==> config.mk <==
export PLATFORM = sky130hd
export DESIGN_NAME = q2e_sqrt_cell
export DESIGN_NICKNAME = d
export VERILOG_FILES = /design/src/hw/rtl/q2e_pkg.sv /design/src/hw/rtl/q2e_sqrt_cell.sv
export SDC_FILE = /design/constraint.sdc
export NUM_CORES = 1
export LEC_CHECK = 0
export BUFFER_PORTS_ARGS = -buffer_cell sky130_fd_sc_hd__buf_2
export CORE_MARGIN = 5
export CORE_UTILIZATION = 40
export CTS_BUF_LIST = sky130_fd_sc_hd__clkbuf_16
export CTS_CLUSTER_SIZE = 10
export DETAILED_ROUTE_END_ITERATION = 8
export GPL_ROUTABILITY_DRIVEN = 0
export PLACE_DENSITY = 0.72
export SLEW_MARGIN = 15
export SYNTH_ARGS = -nofsm -noshare
export SYNTH_HDL_FRONTEND = slang
export SYNTH_SLANG_ARGS = --single-unit
==> constraint.sdc <==
create_clock -name clk -period 13.3 [get_ports clk]
set_clock_uncertainty 0.15 [all_clocks]
set_input_delay 3.325 -clock clk [delete_from_list [all_inputs] [get_ports clk]]
set_output_delay 3.325 -clock clk [all_outputs]
set_load 0.01 [all_outputs]
==> src/hw/rtl/q2e_pkg.sv <==
// ----------------------------------------------------------------------------
// q2e_pkg
// Shared constants, lane types and the arctangent table of the quaternion to
// Euler angle converter.
// ----------------------------------------------------------------------------
package q2e_pkg;

  localparam int CORDIC_STAGES = 16;
  localparam int NST           = (CORDIC_STAGES > 32) ? 32 : CORDIC_STAGES;
  localparam int SQRT_STEPS    = 31;
  localparam int NORM_CELLS    = 5;
  localparam int PITCH_EXTRA   = SQRT_STEPS + 2;
  localparam int ATAN_LAT      = NST + NORM_CELLS + 4;
  localparam int LAT           = ATAN_LAT + PITCH_EXTRA + 4;

  localparam int Q_W   = 32;
  localparam int W_W   = 64;
  localparam int CX_W  = 36;
  localparam int Z_W   = 34;
  localparam int P_W   = 48;
  localparam int ANG_W = 17;

  localparam logic signed [13:0] DEG_SCALE = 14'sd5730;
  localparam logic signed [Z_W-1:0] HALF_PI_Q30 = 34'sh0_6487_ED50;

  localparam logic [31:0] ATAN_TAB [32] = '{
    32'h3243F6A8, 32'h1DAC6705, 32'h0FADBAFC, 32'h07F56EA6,
    32'h03FEAB76, 32'h01FFD55B, 32'h00FFFAAA, 32'h007FFF55,
    32'h003FFFEA, 32'h001FFFFD, 32'h000FFFFF, 32'h0007FFFF,
    32'h0003FFFF, 32'h0001FFFF, 32'h0000FFFF, 32'h00007FFF,
    32'h00003FFF, 32'h00001FFF, 32'h00000FFF, 32'h000007FF,
    32'h000003FF, 32'h000001FF, 32'h000000FF, 32'h0000007F,
    32'h0000003F, 32'h0000001F, 32'h0000000F, 32'h00000007,
    32'h00000003, 32'h00000001, 32'h00000000, 32'h00000000
  };

  typedef struct packed {
    logic [W_W-1:0]        v;
    logic [W_W-1:0]        res;
    logic signed [Q_W-1:0] aux;
  } sqrt_lane_t;

  typedef struct packed {
    logic signed [W_W-1:0] x;
    logic signed [W_W-1:0] y;
    logic [W_W-1:0]        m;
    logic                  zf;
  } norm_lane_t;

  typedef struct packed {
    logic signed [CX_W-1:0] x;
    logic signed [CX_W-1:0] y;
    logic signed [Z_W-1:0]  z;
    logic                   zf;
  } cordic_lane_t;

  function automatic logic signed [Z_W-1:0] atan_q30(input logic [4:0] idx);
    return signed'({2'b00, ATAN_TAB[idx]});
  endfunction

endpackage

==> src/hw/rtl/q2e_sqrt_cell.sv <==
// ----------------------------------------------------------------------------
// q2e_sqrt_cell
// One step of the integer square root: settles one result bit per cell.
// ----------------------------------------------------------------------------
module q2e_sqrt_cell (
  input  logic                 clk,
  input  logic                 en,
  input  logic [4:0]           step_i,
  input  q2e_pkg::sqrt_lane_t  lane_i,
  output q2e_pkg::sqrt_lane_t  lane_o
);

  logic [5:0]                  pos;
  logic [q2e_pkg::W_W-1:0]     bitv;
  logic [q2e_pkg::W_W-1:0]     trial;
  q2e_pkg::sqrt_lane_t         lane_nxt;
  q2e_pkg::sqrt_lane_t         lane_r;

  always_comb begin
    pos      = 6'd60 - {step_i, 1'b0};
    bitv     = 64'd1 << pos;
    trial    = lane_i.res + bitv;
    lane_nxt = lane_i;
    if (lane_i.v >= trial) begin
      lane_nxt.v   = lane_i.v - trial;
      lane_nxt.res = (lane_i.res >> 1) + bitv;
    end else begin
      lane_nxt.res = lane_i.res >> 1;
    end
  end

  always_ff @(posedge clk) begin
    if (en) begin
      lane_r <= lane_nxt;
    end
  end

  assign lane_o = lane_r;

endmodule

==> results.md <==
- #FFs+latches synth: 160
- Starting Density: 40.5%
- Post-CTS Setup Bufs: 0
- RSZ-0062 raised after global routing: false
- CP startpoint: step_i[0]
- Root Driver: clkbuf_16
- Resize count post-CTS: 0
- Sink Count: 160
- Sw Share: 34.0%
- Tightest Pin Transition: 0.943 ns
- Startpoint Class: primary input
- Arrival time worst endpoint: 10.78 ns
- Final HPWL DP: 40200 um
- Via/cell ratio: 5.80
- Fillers: 3675
- DP Area: 17100 um2
- Worst setup margin: 2.55 ns
- Hold WS: 2.89 ns
- IO Port Bufs: 326
- Final WL: 51200 um
- Hold Fails Final Rpt: 0
- Clk buf depth: 2
- Share of power burned in registers: 37.3%
- Worst-path fanout max: 44
- Drt drc: 0
- Final core occ: 47.1%
- Cts bufs inserted: 17
- CTS tree: yes
- Synth Cell Area: 15200 um2
- Post-synthesis cell count: 1798
- Final setup fails: 0
- Largest net degree at the start of global routing: 95
- H-tree depth: 4
- Final instance area: 17700 um2
- Die area: 42100 um2
- Router iterations before antenna repair: 6
- Critical path's largest stage delay: 0.78 ns
- Vias in the first global route: 14200
- Share of cells above drive strength 1: 19.7%
- Period minus WS final: 10.75 ns
- Period utilization: 80.8%
- Most used cell along the critical path: ha_1
- Ports: 327
- Leak: 7.30 nW
- Combinational power share: 33.0%
- Yosys warns: 0
- Initial antenna violation count: 12
- Post-synth EDFFs: 160
- CP endpoint kind: register
- Run status: finished, final reports clean
- WL per Instance: 19.7 um
- Final Slew Violations: 0
- Sequential area share after synthesis: 31.5%
- F_max: 0.0930 GHz
- WS Path Type: primary input to register
- Nets: 2373
- Synth Flop Type: edfxtp_1
- WP data required: 13.34 ns
- Distinct cells, synth: 90
- HP Start: lane_i[28]
- Post-synth ARST share: 0%
- Maximum VDD drop: 0.0825 mV
- Global Route Usage Sum: 23.5%
- Power Density: 98.8 nW/um2
- Slowest CP cell: o21a_2
- Clk network pwr share: 29.7%
- Syn-to-layout area delta: 16.5%
- CTS clock-pin slew for the worst setup and hold paths: 0.06 ns
- CP endpoint: lane_o[93]
- Max FFs per register: 160
- Vias: 15100
- Die Ht: 205 um
- Setup TNS: 0 ns
- ANT nets after route: 0
- Post-Syn Nets: 2094
- Max_cap viols: 0
- Slew headroom: 37.2%
- Pre-CTS setup slack: 2.16 ns
- Iter 0 DRT Violations: 1634
- Total core area: 37700 um2
- NetSw: 0.596 mW
- Post-CTS Hold Buffers: 0
- Tightest Hold Check Type: primary input to register
- Die X: 205 um
- Average cell area after synthesis: 8.48 um2
- Cell Rows: 71
- First-pass GRT wire length: 77900 um
- Int Pwr: 1.16 mW
- GRT overflow: 0
[stage by stage]
step | power [mW] | instances
2_1_floorplan | 1.03 | 1798
3_3_place_gp | 1.22 | 2569
3_5_place_dp | 1.23 | 2569
4_1_cts | 1.76 | 2597
5_1_grt | 1.85 | 2606
6_report | 1.75 | 2606
[critical path: cells and delay by family]
family / cells / cell delay [ns]
AO/OA/AOI/OAI: 13 / 4.27
XOR/XNOR: 1 / 0.19
adder cells (fa/ha/maj): 3 / 1.11
buffers and inverters: 2 / 0.59
AND/OR/NAND/NOR: 7 / 1.28
[kinds of logic (layout without fill, tap and decap cells)]
| group | count (synthesis) | in the layout | synth area share, % |
|---|---|---|---|
| xor+xnor | 176 | 176 | 10.1 |
| other cells | 0 | 9 | 0 |
| flops | 160 | 160 | 31.5 |
| simple gates | 636 | 636 | 19.6 |
| fa+ha+maj | 131 | 131 | 10.8 |
| compound gates | 573 | 573 | 23.6 |
| buf+inv | 117 | 405 | 3.97 |
| mux | 5 | 5 | 0.361 |
[power groups by stage]
stage	combinational, mW	clock [mW]	sequential, mW
after floorplan	0.337	0	0.695
after global placement	0.558	0	0.665
after detailed placement	0.567	0	0.663
after CTS	0.572	0.535	0.654
after global routing	0.633	0.557	0.659
final	0.578	0.520	0.654
[worst min-delay path by stage]
| stage | end | slack [ns] | depth (start not counted) |
|---|---|---|---|
| CTS | lane_o[28] | 2.87 | 1 |
| floorplan | lane_o[0] | 3.27 | 0 |
| global placement | lane_o[1] | 3.35 | 1 |
| finish | lane_o[28] | 2.89 | 1 |
| detailed placement | lane_o[31] | 3.35 | 1 |
| global route | lane_o[16] | 2.87 | 1 |
[cell usage in the layout, fill, tap and decap left out, types with 5 or more instances in the layout]
cell type / instances
buf_2: 325
nand2_1: 218
nor2_1: 178
a21oi_1: 169
edfxtp_1: 160
o21ai_0: 133
ha_1: 128
xor2_1: 95
xnor2_1: 81
a31oi_1: 53
nand3_1: 48
inv_1: 46
nand4_1: 41
a21o_1: 39
o21bai_1: 34
nor3_1: 25
and2_1: 20
nor2b_1: 18
o31ai_1: 17
clkbuf_16: 17
nand2b_1: 15
a31o_2: 15
a211oi_1: 14
o21a_1: 14
and3_1: 13
a21boi_0: 13
diode_2: 9
and4_1: 9
or2_2: 8
or3_1: 8
o211ai_1: 7
nor4_1: 6
o22ai_1: 6
a41o_1: 6
buf_4: 5
[metal layers]
metal | GRT usage [%] | share of wire (%)
met2 | 35.9 | 44
met3 | 4.11 | 7.9
met5 | 0 | 0.053
met1 | 32.7 | 44
met4 | 10.3 | 3.8
[layout make-up]
type,instances,area (um2),share of cell area (%)
Antenna cell,9,22.5,0.127
Clock inverter,11,166,0.938
Multi-Input combinational cell,1521,9840,55.4
Tap cell,511,639,3.60
Timing Repair Buffer,331,1680,9.44
Clock buffer,17,425,2.40
Sequential cell,160,4800,27.1
Inverter,46,173,0.973
[cell usage after synthesis, types with 9 or more instances]
| cell type | n | share of area [%] |
|---|---|---|
| nand2_1 | 218 | 5.4 |
| nor2_1 | 178 | 4.4 |
| a21oi_1 | 169 | 5.6 |
| edfxtp_1 | 160 | 32 |
| o21ai_0 | 133 | 4.4 |
| ha_1 | 128 | 11 |
| xor2_1 | 95 | 5.5 |
| xnor2_1 | 81 | 4.7 |
| a31oi_1 | 53 | 2.2 |
| nand3_1 | 48 | 1.6 |
| inv_1 | 46 | 1.1 |
| nand4_1 | 41 | 1.7 |
| a21o_1 | 39 | 1.9 |
| clkbuf_1 | 35 | 0.86 |
| o21bai_1 | 34 | 1.7 |
| nor3_1 | 25 | 0.82 |
| and2_1 | 20 | 0.82 |
| nor2b_1 | 18 | 0.74 |
| o31ai_1 | 17 | 0.84 |
| a31o_2 | 15 | 0.86 |
| buf_2 | 15 | 0.49 |
| nand2b_1 | 15 | 0.62 |
| o21a_1 | 15 | 0.74 |
| a211oi_1 | 14 | 0.69 |
| a21boi_0 | 13 | 0.64 |
| and3_1 | 13 | 0.53 |
| and4_1 | 9 | 0.52 |
| buf_1 | 9 | 0.22 |
Note: power is estimated with default switching activity, not from simulation.
